==> src/rtl/gpio_rb_pkg.sv <==
package gpio_rb_pkg;

  localparam int NUM_PINS_DEF  = 54;
  localparam int PIN_W         = 54;
  localparam int DATA_W        = 32;
  localparam int IDX_W         = 4;
  localparam int WIDE_W        = 64;
  localparam int FSEL_WORDS    = 6;
  localparam int PINS_PER_WORD = 10;
  localparam int FIELD_W       = 3;
  localparam int FSEL_W        = PINS_PER_WORD * FIELD_W;
  localparam int FSEL_IDX_W    = $clog2(FSEL_WORDS);
  localparam int PULL_W        = 2;

  localparam logic [IDX_W-1:0] REG_FSEL0    = 4'd0;
  localparam logic [IDX_W-1:0] REG_FSEL5    = 4'd5;
  localparam logic [IDX_W-1:0] REG_SET0     = 4'd6;
  localparam logic [IDX_W-1:0] REG_SET1     = 4'd7;
  localparam logic [IDX_W-1:0] REG_CLR0     = 4'd8;
  localparam logic [IDX_W-1:0] REG_CLR1     = 4'd9;
  localparam logic [IDX_W-1:0] REG_LEV0     = 4'd10;
  localparam logic [IDX_W-1:0] REG_LEV1     = 4'd11;
  localparam logic [IDX_W-1:0] REG_PULL     = 4'd12;
  localparam logic [IDX_W-1:0] REG_PULLCLK0 = 4'd13;
  localparam logic [IDX_W-1:0] REG_PULLCLK1 = 4'd14;

  localparam logic [PULL_W-1:0] PULL_OFF  = 2'd0;
  localparam logic [PULL_W-1:0] PULL_DOWN = 2'd1;
  localparam logic [PULL_W-1:0] PULL_UP   = 2'd2;

  localparam logic [FIELD_W-1:0] FSEL_OUTPUT = 3'd1;

  typedef struct packed {
    logic              wr;
    logic [IDX_W-1:0]  idx;
    logic [DATA_W-1:0] data;
    logic [PIN_W-1:0]  level;
  } access_t;

  // fsel bits of word w that belong to existing pins
  function automatic logic [FSEL_W-1:0] fsel_valid_mask(logic [FSEL_IDX_W-1:0] w,
                                                        int num_pins);
    logic [FSEL_W-1:0] m;
    m = '0;
    for (int k = 0; k < PINS_PER_WORD; k++) begin
      if (int'(w) * PINS_PER_WORD + k < num_pins) begin
        m[k*FIELD_W +: FIELD_W] = '1;
      end
    end
    return m;
  endfunction

endpackage

==> src/rtl/gpio_rb_state.sv <==
module gpio_rb_state #(
  parameter int NUM_PINS = gpio_rb_pkg::NUM_PINS_DEF
) (
  input  logic                                clk,
  input  logic                                rst,
  input  logic                                acc_en,
  input  gpio_rb_pkg::access_t                acc,
  output logic [gpio_rb_pkg::DATA_W-1:0]      read_data,
  output logic [gpio_rb_pkg::PIN_W-1:0]       pin_out_level,
  output logic [gpio_rb_pkg::PIN_W-1:0]       pin_out_enable,
  output logic [gpio_rb_pkg::PIN_W-1:0]       pull_up_enable,
  output logic [gpio_rb_pkg::PIN_W-1:0]       pull_down_enable
);

  localparam int WIDE_W = gpio_rb_pkg::WIDE_W;
  localparam int DATA_W = gpio_rb_pkg::DATA_W;
  localparam int FSEL_W = gpio_rb_pkg::FSEL_W;

  logic [FSEL_W-1:0]               fsel [gpio_rb_pkg::FSEL_WORDS];
  logic [NUM_PINS-1:0]             out_latch, out_latch_next;
  logic [NUM_PINS-1:0]             pull_up, pull_up_next;
  logic [NUM_PINS-1:0]             pull_dn, pull_dn_next;
  logic [gpio_rb_pkg::PULL_W-1:0]  pull_ctl, pull_ctl_next;
  logic [NUM_PINS-1:0]             oe;

  logic [WIDE_W-1:0]               pin_mask_w;
  logic [WIDE_W-1:0]               level_w;
  logic [WIDE_W-1:0]               sel_w;
  logic [NUM_PINS-1:0]             sel;
  logic                            hi_bank;
  logic                            fsel_hit;
  logic [gpio_rb_pkg::FSEL_IDX_W-1:0] fsel_idx;

  logic [WIDE_W-1:0] latch_w, oe_w, up_w, dn_w;

  assign pin_mask_w = WIDE_W'({NUM_PINS{1'b1}});
  assign level_w    = WIDE_W'(acc.level) & pin_mask_w;
  assign hi_bank    = (acc.idx == gpio_rb_pkg::REG_SET1) ||
                      (acc.idx == gpio_rb_pkg::REG_CLR1) ||
                      (acc.idx == gpio_rb_pkg::REG_PULLCLK1);
  assign sel_w      = hi_bank ? {acc.data, {DATA_W{1'b0}}} : WIDE_W'(acc.data);
  assign sel        = sel_w[NUM_PINS-1:0];
  assign fsel_hit   = (acc.idx <= gpio_rb_pkg::REG_FSEL5);
  assign fsel_idx   = acc.idx[gpio_rb_pkg::FSEL_IDX_W-1:0];

  always_comb begin
    out_latch_next = out_latch;
    pull_up_next   = pull_up;
    pull_dn_next   = pull_dn;
    pull_ctl_next  = pull_ctl;
    read_data      = '0;
    if (acc.wr) begin
      unique case (acc.idx) inside
        gpio_rb_pkg::REG_SET0, gpio_rb_pkg::REG_SET1: begin
          out_latch_next = out_latch | sel;
        end
        gpio_rb_pkg::REG_CLR0, gpio_rb_pkg::REG_CLR1: begin
          out_latch_next = out_latch & ~sel;
        end
        gpio_rb_pkg::REG_PULL: begin
          pull_ctl_next = acc.data[gpio_rb_pkg::PULL_W-1:0];
        end
        gpio_rb_pkg::REG_PULLCLK0, gpio_rb_pkg::REG_PULLCLK1: begin
          case (pull_ctl)
            gpio_rb_pkg::PULL_OFF: begin
              pull_up_next = pull_up & ~sel;
              pull_dn_next = pull_dn & ~sel;
            end
            gpio_rb_pkg::PULL_DOWN: begin
              pull_up_next = pull_up & ~sel;
              pull_dn_next = pull_dn | sel;
            end
            gpio_rb_pkg::PULL_UP: begin
              pull_up_next = pull_up | sel;
              pull_dn_next = pull_dn & ~sel;
            end
            default: begin
            end
          endcase
        end
        default: begin
        end
      endcase
    end else begin
      unique case (acc.idx) inside
        [gpio_rb_pkg::REG_FSEL0:gpio_rb_pkg::REG_FSEL5]: begin
          read_data = DATA_W'(fsel[fsel_idx]);
        end
        gpio_rb_pkg::REG_LEV0: read_data = level_w[DATA_W-1:0];
        gpio_rb_pkg::REG_LEV1: read_data = level_w[WIDE_W-1:DATA_W];
        gpio_rb_pkg::REG_PULL: read_data = DATA_W'(pull_ctl);
        default:               read_data = '0;
      endcase
    end
  end

  always_ff @(posedge clk) begin
    if (rst) begin
      for (int i = 0; i < gpio_rb_pkg::FSEL_WORDS; i++) begin
        fsel[i] <= '0;
      end
      out_latch <= '0;
      pull_up   <= '0;
      pull_dn   <= '0;
      pull_ctl  <= gpio_rb_pkg::PULL_OFF;
    end else if (acc_en) begin
      if (acc.wr && fsel_hit) begin
        fsel[fsel_idx] <= acc.data[FSEL_W-1:0] &
                          gpio_rb_pkg::fsel_valid_mask(fsel_idx, NUM_PINS);
      end
      out_latch <= out_latch_next;
      pull_up   <= pull_up_next;
      pull_dn   <= pull_dn_next;
      pull_ctl  <= pull_ctl_next;
    end
  end

  // output enable per pin from its fsel field
  for (genvar p = 0; p < NUM_PINS; p++) begin : g_oe
    assign oe[p] = (fsel[p / gpio_rb_pkg::PINS_PER_WORD]
                        [(p % gpio_rb_pkg::PINS_PER_WORD) * gpio_rb_pkg::FIELD_W +:
                         gpio_rb_pkg::FIELD_W] == gpio_rb_pkg::FSEL_OUTPUT);
  end

  assign latch_w = WIDE_W'(out_latch);
  assign oe_w    = WIDE_W'(oe);
  assign up_w    = WIDE_W'(pull_up);
  assign dn_w    = WIDE_W'(pull_dn);

  assign pin_out_level    = latch_w[gpio_rb_pkg::PIN_W-1:0];
  assign pin_out_enable   = oe_w[gpio_rb_pkg::PIN_W-1:0];
  assign pull_up_enable   = up_w[gpio_rb_pkg::PIN_W-1:0];
  assign pull_down_enable = dn_w[gpio_rb_pkg::PIN_W-1:0];

endmodule

==> src/rtl/gpio_register_block_core.sv <==
// gpio register block: one register access per input transaction
// input channel s_axis: tuser is the access kind (0 read, 1 write), tdata holds
//   the register index, the write data and the sampled pin levels
// output channel m_axis: one result transaction per access, carrying the read
//   value (zero for writes) and the pin drive, enable and pull vectors as they
//   stand after the access
// path: an accepted access waits in the input register, then moves into the result
//   register, where the result becomes valid; a stall can hold it in the input register
// throughput: one access per cycle while the receiver does not stall, set by the
//   single pass from the input register through the register update into the result register
// the input register keeps taking transactions while a result waits, as long
//   as the result register frees up in the same cycle
// when the receiver stalls, the result holds and the input register fills,
//   after which s_axis_tready drops; register state changes only when an
//   access moves into the result register
// reset clears the state registers to zero: every pin an input, latches and pulls
//   off, and it empties both channels
module gpio_register_block_core #(
  parameter int NUM_PINS = gpio_rb_pkg::NUM_PINS_DEF
) (
  input  logic         clk,
  input  logic         rst,
  input  logic         s_axis_tvalid,
  output logic         s_axis_tready,
  input  logic [95:0]  s_axis_tdata,  // reg_index, write_data, pin_in_level, zero pad
  input  logic         s_axis_tuser,  // req_type
  output logic         m_axis_tvalid,
  input  logic         m_axis_tready,
  output logic [247:0] m_axis_tdata   // read_data, pin_out_level, pin_out_enable,
                                      // pull_up_enable, pull_down_enable
);

  localparam int IDX_LO  = 0;
  localparam int DATA_LO = IDX_LO + gpio_rb_pkg::IDX_W;
  localparam int LVL_LO  = DATA_LO + gpio_rb_pkg::DATA_W;

  logic                              in_valid;
  gpio_rb_pkg::access_t              in_acc;
  logic                              out_valid;
  logic [gpio_rb_pkg::DATA_W-1:0]    out_rd;
  logic                              advance;

  logic [gpio_rb_pkg::DATA_W-1:0]    rd_next;
  logic [gpio_rb_pkg::PIN_W-1:0]     lvl, oe, up, dn;

  assign advance       = in_valid && (!out_valid || m_axis_tready);
  assign s_axis_tready = !in_valid || advance;

  always_ff @(posedge clk) begin
    if (rst) begin
      in_valid <= 1'b0;
    end else if (s_axis_tready) begin
      in_valid <= s_axis_tvalid;
    end
  end

  always_ff @(posedge clk) begin
    if (s_axis_tvalid && s_axis_tready) begin
      in_acc.wr    <= s_axis_tuser;
      in_acc.idx   <= s_axis_tdata[DATA_LO-1:IDX_LO];
      in_acc.data  <= s_axis_tdata[LVL_LO-1:DATA_LO];
      in_acc.level <= s_axis_tdata[LVL_LO+gpio_rb_pkg::PIN_W-1:LVL_LO];
    end
  end

  gpio_rb_state #(
    .NUM_PINS (NUM_PINS)
  ) u_state (
    .clk              (clk),
    .rst              (rst),
    .acc_en           (advance),
    .acc              (in_acc),
    .read_data        (rd_next),
    .pin_out_level    (lvl),
    .pin_out_enable   (oe),
    .pull_up_enable   (up),
    .pull_down_enable (dn)
  );

  always_ff @(posedge clk) begin
    if (rst) begin
      out_valid <= 1'b0;
    end else if (advance) begin
      out_valid <= 1'b1;
    end else if (m_axis_tready) begin
      out_valid <= 1'b0;
    end
  end

  always_ff @(posedge clk) begin
    if (advance) begin
      out_rd <= rd_next;
    end
  end

  // register state only moves with the result, so it matches the held result
  assign m_axis_tvalid = out_valid;
  assign m_axis_tdata  = {dn, up, oe, lvl, out_rd};

endmodule

==> config.mk <==
export PLATFORM = sky130hd
export DESIGN_NAME = gpio_register_block_core
export DESIGN_NICKNAME = d
export VERILOG_FILES = /design/src/rtl/gpio_rb_pkg.sv /design/src/rtl/gpio_rb_state.sv /design/src/rtl/gpio_register_block_core.sv
export SDC_FILE = /design/constraint.sdc
export NUM_CORES = 1
export LEC_CHECK = 0
export ABC_AREA = 1
export BUFFER_PORTS_ARGS = -buffer_cell sky130_fd_sc_hd__buf_2
export CAP_MARGIN = 5
export CORE_AREA = 2 2 218 220
export CTS_BUF_LIST = sky130_fd_sc_hd__clkbuf_16
export DETAILED_ROUTE_END_ITERATION = 6
export DIE_AREA = 0 0 220 222
export HOLD_SLACK_MARGIN = 0.03
export PLACE_DENSITY = 0.71
export REMOVE_ABC_BUFFERS = 1
export SLEW_MARGIN = 10
export SYNTH_ARGS = -nofsm -noshare
export SYNTH_HDL_FRONTEND = slang
export SYNTH_SLANG_ARGS = --single-unit
==> constraint.sdc <==
create_clock -name clk -period 9.22 [get_ports clk]
set_input_delay 1.844 -clock clk [delete_from_list [all_inputs] [get_ports clk]]
set_output_delay 1.844 -clock clk [all_outputs]
set_load 0.01 [all_outputs]
Yosys cells after proc, flatten, opt, wreduce, memory -nomap -nowiden
Memories as Yosys holds them, arrays and structs flattened. A register that Yosys moved wholly into a read port is not among the register bits.
Index checks and enable logic that the tools add are counted.
Storage, ports and cells
  register bits: 289
  bits in writable memories: 180
  bits of input ports: 101
  output and inout bits: 250
  logic and storage cells: 189
  memories: 1
Operators by class
  $add $sub $neg: 9
  multipliers: 1
  order comparisons: 12
  equal/unequal tests: 65
  multiplexer cells: 57
  bitwise operators: 8
  reduce and logical (&&, ||, !) cells: 25
Memory list
  u_state.fsel: depth 6, width 30, read ports 7, clocked after Yosys merged registers in 1, wr ports 6, RTL line gpio_rb_state.sv:19  | logic [FSEL_W-1:0] fsel [gpio_rb_pkg::FSEL_WORDS];
Operator list (number)
  one-hot mux 54 bit (2 select lines): 3
  < comparator 32 x 7 -> 1 bit (second input constant): 10
  bitwise AND 54 bit: 3
  == test 3 x 1 -> 1 bit (second input constant): 54
  OR 54 bit: 3
  adder 32 x 4 -> 32 bit (second input constant): 4
  one-hot mux 32 bit (4 select lines): 1
  two-way mux 3 bit: 42
  adder 32 x 3 -> 32 bit (second input constant): 2
  adder 32 x 5 -> 32 bit (second input constant): 2
  two-way mux 54 bit: 1
  NOT 54 bit: 1
  adder 32 x 2 -> 32 bit (second input constant): 1
  bitwise AND 30 bit: 1
  two-way mux 30 bit: 1
  OR reduction 30 bit: 1
  == test 4 bit (second input constant): 7
  OR reduction 2 bit: 5
  two-way mux 1 bit: 9
  == test 4 x 3 -> 1 bit (second input constant): 2
  AND reduction 4 bit: 2
  nonzero test 2 bit: 4
  multiplier 3 x 3 -> 6 bit (second input constant): 1
  AND reduction 3 bit: 2
  other kinds (8): 15

Longest topological paths before layout
Gate-level depths: netlist of the first run.
  depth in word-level cells: 9
  gate-level depth with buffers: 15
  gate-level depth less buffers: 14

Cells and area by module
A second synthesis of the first run with hierarchy kept.
Second synthesis, totals
  cells, all modules: 2625
  area, all modules: 23448.7 um^2
Modules (own cells, without submodules)
  gpio_rb_state: times used 1, cells an instance 2490, area an instance 19663.9 um^2, seq. area each 10490.1 um^2
  gpio_register_block_core: times used 1, cells an instance 135, area an instance 3784.9 um^2, seq. area each 3733.6 um^2

Least setup slack after synthesis of the first run
Ideal clock, no wire load.
  kind: input to register
  start: input m_axis_tready
  end: register in_acc[0] (netlist name), enable pin
  setup time: 0.448 ns
  data arrival time: 3.955 ns
  data required time: 8.772 ns
  path slack: 4.817 ns
  stages: 4
  buffers on the path: 0
  path through: inv_1 -> nand3_1 -> nand2_1 -> inv_1
Between the ends
  longest elaborated chain between the ends: 4
Ends and longest elaborated chain
  start: declaration: RTL line gpio_register_block_core.sv:28  | input logic m_axis_tready,
  logical OR 1 bit: RTL line gpio_register_block_core.sv:46  | assign advance = in_valid && (!out_valid || m_axis_tready);
  logical AND 1 bit: RTL line gpio_register_block_core.sv:46
  logical OR 1 bit: RTL line gpio_register_block_core.sv:47  | assign s_axis_tready = !in_valid || advance;
  via s_axis_tready: RTL line gpio_register_block_core.sv:24  | output logic s_axis_tready,
  logical AND 1 bit: RTL line gpio_register_block_core.sv:58  | if (s_axis_tvalid && s_axis_tready) begin
  end: declaration: RTL line gpio_register_block_core.sv:38  | gpio_rb_pkg::access_t in_acc;
The timed path passes the listed nets, and every way through them passes these cells.
A chain may end at the register's enable or synchronous reset.

==> summary.md, run 1 <==
| Metric | Value |
|---|---|
| Compound-Gate Fraction of Synth Area | `0.0243` |
| Least-Margin Pin Slew | `~1.2 ns` |
| Max cap viols | `0` |
| CTS tree | `yes` |
| Placed instance count | `about 3,400` |
| Clk_lat worst skew | `between 0.6 and 0.7 ns` |
| Final worst-path cycle share | `0.534` |
| Worst Path Required | `9.33 ns` |
| # port buffers | `roughly 340` |
| Gr usage total | `0.265` |
| Setup bufs post-CTS | `0` |
| Final Critical Period | `around 4.9 ns` |
| Seq cells post-synth | `approximately 530` |
| Mux contribution to synthesized area | `0` |
| Placer Congestion | `around 0.86` |
| Root Buffer Master | `clkbuf_16` |
| CTS-repair resized insts | `0` |
| Wire per inst | `~18 um` |
| Reg2reg end | `u_state.fsel[3][28]` |
| Starting Density | `0.499` |
| Setup crit end kind | `register` |
| Post-synth top cells | `nand2_1 (752), nor2_1 (624), edfxtp_1 (363)` |
| Pwr dens | `about 190 nW/um2` |
| Via Count | `around 19,000` |
| Simple-gate share of the synthesized area | `0.303` |
| Xor and xnor area share after synthesis | `0` |
| Register area share after synthesis | `0.619` |
| Max-slew violations | `0` |
| Via density | `about 5.3` |
| WHS Path Cells | `2` |
| Pwr Total | `5.17 mW` |
| Count leader, synth | `nand2_1` |
| Critical path peak fanout | `31` |
| Reg2Reg Depth | `11` |
| Largest family of logic cells by synthesized area | `simple AND/OR/NAND/NOR gates` |
| Largest net degree at the start of global routing | `100` |
| Synthesized netlist cell count | `2,600` |
| Area grow syn2layout | `16.5%` |
| Clock buffer depth | `3` |
| Synth area leader | `edfxtp_1` |
| Hold violation count in the final report | `0` |
| Setup_tns | `0 ns` |
| Row count | `roughly 80` |
| RR Startpoint | `in_acc[86]` |
| Gr ovfl total | `0` |
| Delay of the slowest critical-path stage | `approximately 0.75 ns` |
| Die H | `between 200 and 250 um` |
| DRT Wirelength | `65,300 um` |
| Antenna-violating nets left | `0` |
| Slowest cell on crit path | `edfxtp_1` |
| Initial antenna violation count | `7` |
| Die width | `~220 um` |
| Status | `finished clean` |
| Final setup vio count | `0` |
| Worst path bufs/invs | `4` |
| Worst Hold Class | `register to register` |
| Slew HR | `0.172` |
| Arr. time, crit path | `5.03 ns` |
| HPWL Detailed | `between 40,000 and 50,000 um` |
| Share of cells above drive strength 1 | `0.176` |
| TritonCTS Buffers | `55` |
| Starting DRT DRC Count | `roughly 1,600` |
| Clk slew on worst S/H paths | `about 0.060 ns` |
| Ports | `351` |
| Yosys warning total | `0` |
| Syn avg cell area | `roughly 8.9 um2` |
| Crit-path cells | `inv_1 > ha_1 > inv_1 > nand3b_1 > nand2_1 > nor2_2 > nand2_1 > inv_2 > nand4_1 > buf_4 > nand2_2` |
| Top_reg_cell synth | `edfxtp_1` |
| Maximum vdd ir drop | `between 100 and 150 uV` |
| Die Area | `48,800 um2` |
| First-pass GRT wire length | `roughly 100,000 um` |
| Synth unique cells | `29` |
| Synth area leaders | `edfxtp_1 (47%), dfxtp_1 (15%), nand2_1 (12%)` |
| Core area | `46,300 um2` |
| Synth Area in Adders | `0.00791` |
| FFs w/ async S/R, synth | `0` |
| Cts hold-fix bufs | `0` |
| CTS Sinks | `between 500 and 600` |
| Number of remaining DRC errors | `0` |
| Worst path top cell family by delay | `simple AND/OR/NAND/NOR gates` |
| Kind of critical path | `register to register` |
| Final cell count without fillers | `3,540` |
| Share of the synthesized area in the top cell type | `0.472` |
| DRT Pass-1 Iters | `6` |
| Worst Skew | `about 0.022 ns` |
| CP Launch Type | `register` |
| Max Fclk | `about 0.20 GHz` |
| H-tree depth | `2` |
| Register-to-register setup slack | `4.29 ns` |
| Leakage | `roughly 11 nW` |
| Nets | `3,002` |
| Vias in the first global route | `between 15,000 and 20,000` |
| Unrepaired setup endpoints after global routing | `no` |
| Synthesized area | `23,100 um2` |
| Number of flops mapped to enable cells by yosys | `between 300 and 400` |
-- metrics by stage --
stage	hold slack [ns]	worst slack, ns	utilization	cell area (um2)
after floorplan	0.460	2.84	-	22500
after global placement	0.459	3.92	0.544	25200
after detailed placement	0.467	3.82	0.544	25200
after CTS	0.482	4.35	0.581	26900
after global routing	0.497	3.97	0.581	26900
final	0.478	4.29	0.581	26900
-- worst max path at each step --
stage	depth (start not counted)	startpoint	to	slack (ns)
final	11	in_acc[86]	u_state.fsel[3][28]	4.29
after global routing	11	in_acc[86]	u_state.fsel[3][29]	3.97
after CTS	11	in_acc[86]	u_state.fsel[1][14]	4.35
after detailed placement	7	rst	u_state.fsel[2][17]	3.82
after global placement	7	rst	u_state.fsel[2][16]	3.92
after floorplan	5	rst	u_state.fsel[0][0]	2.84
-- area by class of cell --
| class | instances | area (um2) |
|---|---|---|
| fillers | 4016 | 19400 |
| flip-flops and latches | 532 | 14300 |
| multi-input cells | 1809 | 7770 |
| repair buffers | 366 | 1890 |
| clock buffers | 57 | 1430 |
| well taps | 607 | 759 |
| inverters | 123 | 469 |
| clock inverters | 44 | 283 |
| diodes | 2 | 5.00 |
-- layer usage --
metal  up-vias  routed length [um]  part of all wire  GRT usage
met1      8877               25700              0.39      0.330
li1       8993                   -                 -          -
met5         -                  51           0.00078          0
met3       167                6130             0.094     0.0686
met2       767               30900              0.47      0.437
met4        10                2610             0.040      0.109
-- cell families (layout without fill, tap and decap cells) --
group / count (synthesis) / in the layout
compound gates: 105 / 105
fa+ha+maj: 14 / 14
simple gates: 1690 / 1690
buf+inv: 259 / 590
flops: 532 / 532
other cells: 0 / 2
-- where the power goes --
part / total (mW) / switching, mW / internal [mW]
clock: 2.11 / 0.914 / 1.20
combinational: 0.394 / 0.277 / 0.117
sequential: 2.67 / 0.0451 / 2.62
-- worst min-delay path: stages (launching register included) --
cell and delay, ns:
dfxtp_1 0.32, nor2_1 0.04, nor2_1 0.08
-- cell usage in the layout, fill, tap and decap left out, drive strengths merged --
| cell | n |
|---|---|
| a21oi | 52 |
| clkbuf | 57 |
| nor3 | 13 |
| fa | 1 |
| o21ai | 42 |
| dfxtp | 169 |
| nand3b | 2 |
| o211ai | 11 |
| nand3 | 183 |
| nor2 | 661 |
| bufinv | 3 |
| diode | 2 |
| nor3b | 39 |
| nand4 | 37 |
| ha | 13 |
| buf | 366 |
| nand2 | 755 |
| clkinvlp | 3 |
| inv | 142 |
| edfxtp | 363 |
| clkinv | 19 |
(Power assumes the default switching activity.)
==> run 2: changes to the inputs <==
--- a/config.mk
+++ b/config.mk
@@ -5,13 +5,13 @@
 export SDC_FILE = /design/constraint.sdc
 export NUM_CORES = 1
 export LEC_CHECK = 0
-export ABC_AREA = 1
+export ABC_AREA = 0
 export BUFFER_PORTS_ARGS = -buffer_cell sky130_fd_sc_hd__buf_2
 export CAP_MARGIN = 5
-export CORE_AREA = 2 2 218 220
+export CORE_AREA = 2 2 217 219
 export CTS_BUF_LIST = sky130_fd_sc_hd__clkbuf_16
 export DETAILED_ROUTE_END_ITERATION = 6
-export DIE_AREA = 0 0 220 222
+export DIE_AREA = 0 0 219 221
 export HOLD_SLACK_MARGIN = 0.03
 export PLACE_DENSITY = 0.71
 export REMOVE_ABC_BUFFERS = 1
==> constraint.sdc (replaced) <==
create_clock -name clk -period 4.65 [get_ports clk]
set_input_delay 0.93 -clock clk [delete_from_list [all_inputs] [get_ports clk]]
set_output_delay 0.93 -clock clk [all_outputs]
set_load 0.01 [all_outputs]
==> summary.md, run 2 <==
| Metric | Value |
|---|---|
| Xor and xnor area share after synthesis | `0.00149` |
| Arr. time, crit path | `4.06 ns` |
| Final worst-path cycle share | `0.779` |
| Setup_tns | `0 ns` |
| Largest net degree at the start of global routing | `around 110` |
| Share of cells above drive strength 1 | `0.296` |
| Nets | `2,037` |
| Worst Path Required | `5.09 ns` |
| Starting Density | `0.494` |
| Via Count | `between 15,000 and 20,000` |
| Clk_lat worst skew | `roughly 0.60 ns` |
| Clock buffer depth | `3` |
| Synth area leaders | `edfxtp_1 (48%), dfxtp_1 (15%), mux2i_1 (6.1%)` |
| Top_reg_cell synth | `edfxtp_1` |
| Count leader, synth | `edfxtp_1` |
| Pwr dens | `380 nW/um2` |
| Antenna-violating nets left | `0` |
| Max-slew violations | `0` |
| Die Area | `slightly below 50,000 um2` |
| Synth area leader | `edfxtp_1` |
| CTS-repair resized insts | `0` |
| Pwr Total | `between 10 and 15 mW` |
| Area grow syn2layout | `17.7%` |
| Kind of critical path | `register to register` |
| Final WS setup | `~1 ns` |
| Gr ovfl total | `0` |
| Number of flops mapped to enable cells by yosys | `roughly 360` |
| # port buffers | `roughly 340` |
| Final Critical Period | `3.62 ns` |
| Leakage | `roughly 11 nW` |
| Root Buffer Master | `clkbuf_16` |
| Worst Skew | `0.0237 ns` |
| DRT Pass-1 Iters | `5` |
| Via density | `5.99` |
| Register area share after synthesis | `0.628` |
| Number of remaining DRC errors | `0` |
| Commonest cells after routing, fill and taps aside | `edfxtp_1 (363), buf_2 (343), dfxtp_1 (166), mux2i_1 (138), nand2b_1 (118)` |
| Syn avg cell area | `roughly 14 um2` |
| Slew HR | `0.191` |
| Unrepaired setup endpoints after global routing | `no` |
| Cts hold-fix bufs | `0` |
| Mux contribution to synthesized area | `0.123` |
| CTS Sinks | `~530` |
| Seq cells post-synth | `roughly 530` |
| Post-synth top cells | `edfxtp_1 (363), dfxtp_1 (169), mux2i_1 (138)` |
| Initial antenna violation count | `5` |
| Ports | `~350` |
| CP Launch Type | `register` |
| Vias in the first global route | `15,900` |
| First-pass GRT wire length | `roughly 94,000 um` |
| Placer Congestion | `0.821` |
| Core area | `about 46,000 um2` |
| Placement Setup Slack | `1.05 ns` |
| Compound-Gate Fraction of Synth Area | `0.0944` |
| HPWL Detailed | `about 41,000 um` |
| Synthesized area | `roughly 23,000 um2` |
| Post-layout util | `0.581` |
| Setup crit end kind | `register` |
| Die width | `between 200 and 250 um` |
| Maximum vdd ir drop | `approximately 350 uV` |
| Starting DRT DRC Count | `1,303` |
| TritonCTS Buffers | `between 50 and 60` |
| Status | `finished clean` |
| CTS tree | `yes` |
| Min Hold Slack | `0.475 ns` |
| Least-Margin Pin Slew | `approximately 1.2 ns` |
| Worst Hold Class | `register to register` |
| Critical path peak fanout | `7` |
| Hold violation count in the final report | `0` |
| Gr usage total | `0.252` |
| Share of the synthesized area in the top cell type | `0.479` |
| Wire per inst | `between 20 and 25 um` |
| Largest family of logic cells by synthesized area | `multiplexers` |
| Synth Area in Adders | `0.00803` |
| Die H | `221 um` |
| FFs w/ async S/R, synth | `0` |
| Yosys warning total | `0` |
| Final setup vio count | `0` |
| Max Fclk | `0.276 GHz` |
| DRT Wirelength | `between 60,000 and 70,000 um` |
| Simple-gate share of the synthesized area | `0.110` |
| Setup bufs post-CTS | `0` |
| Clk slew on worst S/H paths | `0.06 ns` |
| Synthesized netlist cell count | `roughly 1,600` |
| Row count | `79` |
| H-tree depth | `2` |
| Max cap viols | `0` |
| Commonest non-fill, non-tap cell in the layout | `edfxtp_1` |
| Synth unique cells | `60` |
==> run 2: cell types whose count changed after synthesis, moves of 60 or more <==
cell      before  now
nand2_1      752   24
nor2_1       624   76
mux2i_1        0  138
a211oi_1       0   89
nand3_1      173   19
nand2b_1       0  119
clkbuf_1      51  112
inv_1        115   29
mux4_2         0   60
==> run 2: critical path: stages, from the launching register on <==
cell and delay, ns:
edfxtp_1 0.47, ha_1 0.33, xor2_2 0.26, ha_1 0.31
inv_1 0.08, fa_1 0.48, nor2b_1 0.05, a2111oi_2 0.67
o2111ai_1 0.58, nor2_1 0.25
==> run 2: logic make-up (layout without fill, tap and decap cells) <==
family | after synthesis | in the layout
other | 0 | 4
adder cells (fa/ha/maj) | 14 | 14
AO/OA/AOI/OAI | 271 | 271
XOR/XNOR | 3 | 3
AND/OR/NAND/NOR | 422 | 422
multiplexers | 204 | 204
buffers and inverters | 192 | 520
flip-flops | 532 | 532
==> run 2: where the power goes <==
part	internal [mW]	switching, mW
clock	2.34	1.81
sequential	5.18	0.121
combinational	0.268	0.445
total	7.79	2.37
==> run 2: final cells by class <==
cell class	instances	area [um2]
clock buffers	56	1400
well taps	607	759
fillers	3747	19300
diodes	4	10.0
multi-input cells	914	7780
clock inverters	44	292
flip-flops and latches	532	14300
repair buffers	390	2120
inverters	30	115
==> run 2: per-stage QoR <==
| stage | cells | instance area [um2] |
|---|---|---|
| finish | 2577 | 26800 |
| global route | 2576 | 26800 |
| CTS | 2573 | 26800 |
| detailed placement | 2473 | 25100 |
| global placement | 2473 | 25100 |
| floorplan | 1476 | 22100 |
==> run 2: path summary, 6_finish.rpt <==
| path | from | slack, ns | to | cells past startpoint |
|---|---|---|---|---|
| hold / removal | register | 0.48 | register | 2 |
| setup reg to reg | in_acc[86] | 1.03 | u_state.fsel[3][27] | 9 |
| hold reg to reg | register | 0.48 | register | 2 |
| setup / recovery | in_acc[86] | 1.03 | u_state.fsel[3][27] | 9 |
==> run 2: per-layer routing <==
metal | global-route usage | vias to the layer above | wire length, um
met5 | 0 | - | 13
met4 | 0.0861 | 2 | 1630
met3 | 0.0652 | 100 | 5820
met2 | 0.408 | 652 | 29500
met1 | 0.331 | 7719 | 24900
li1 | - | 6973 | -
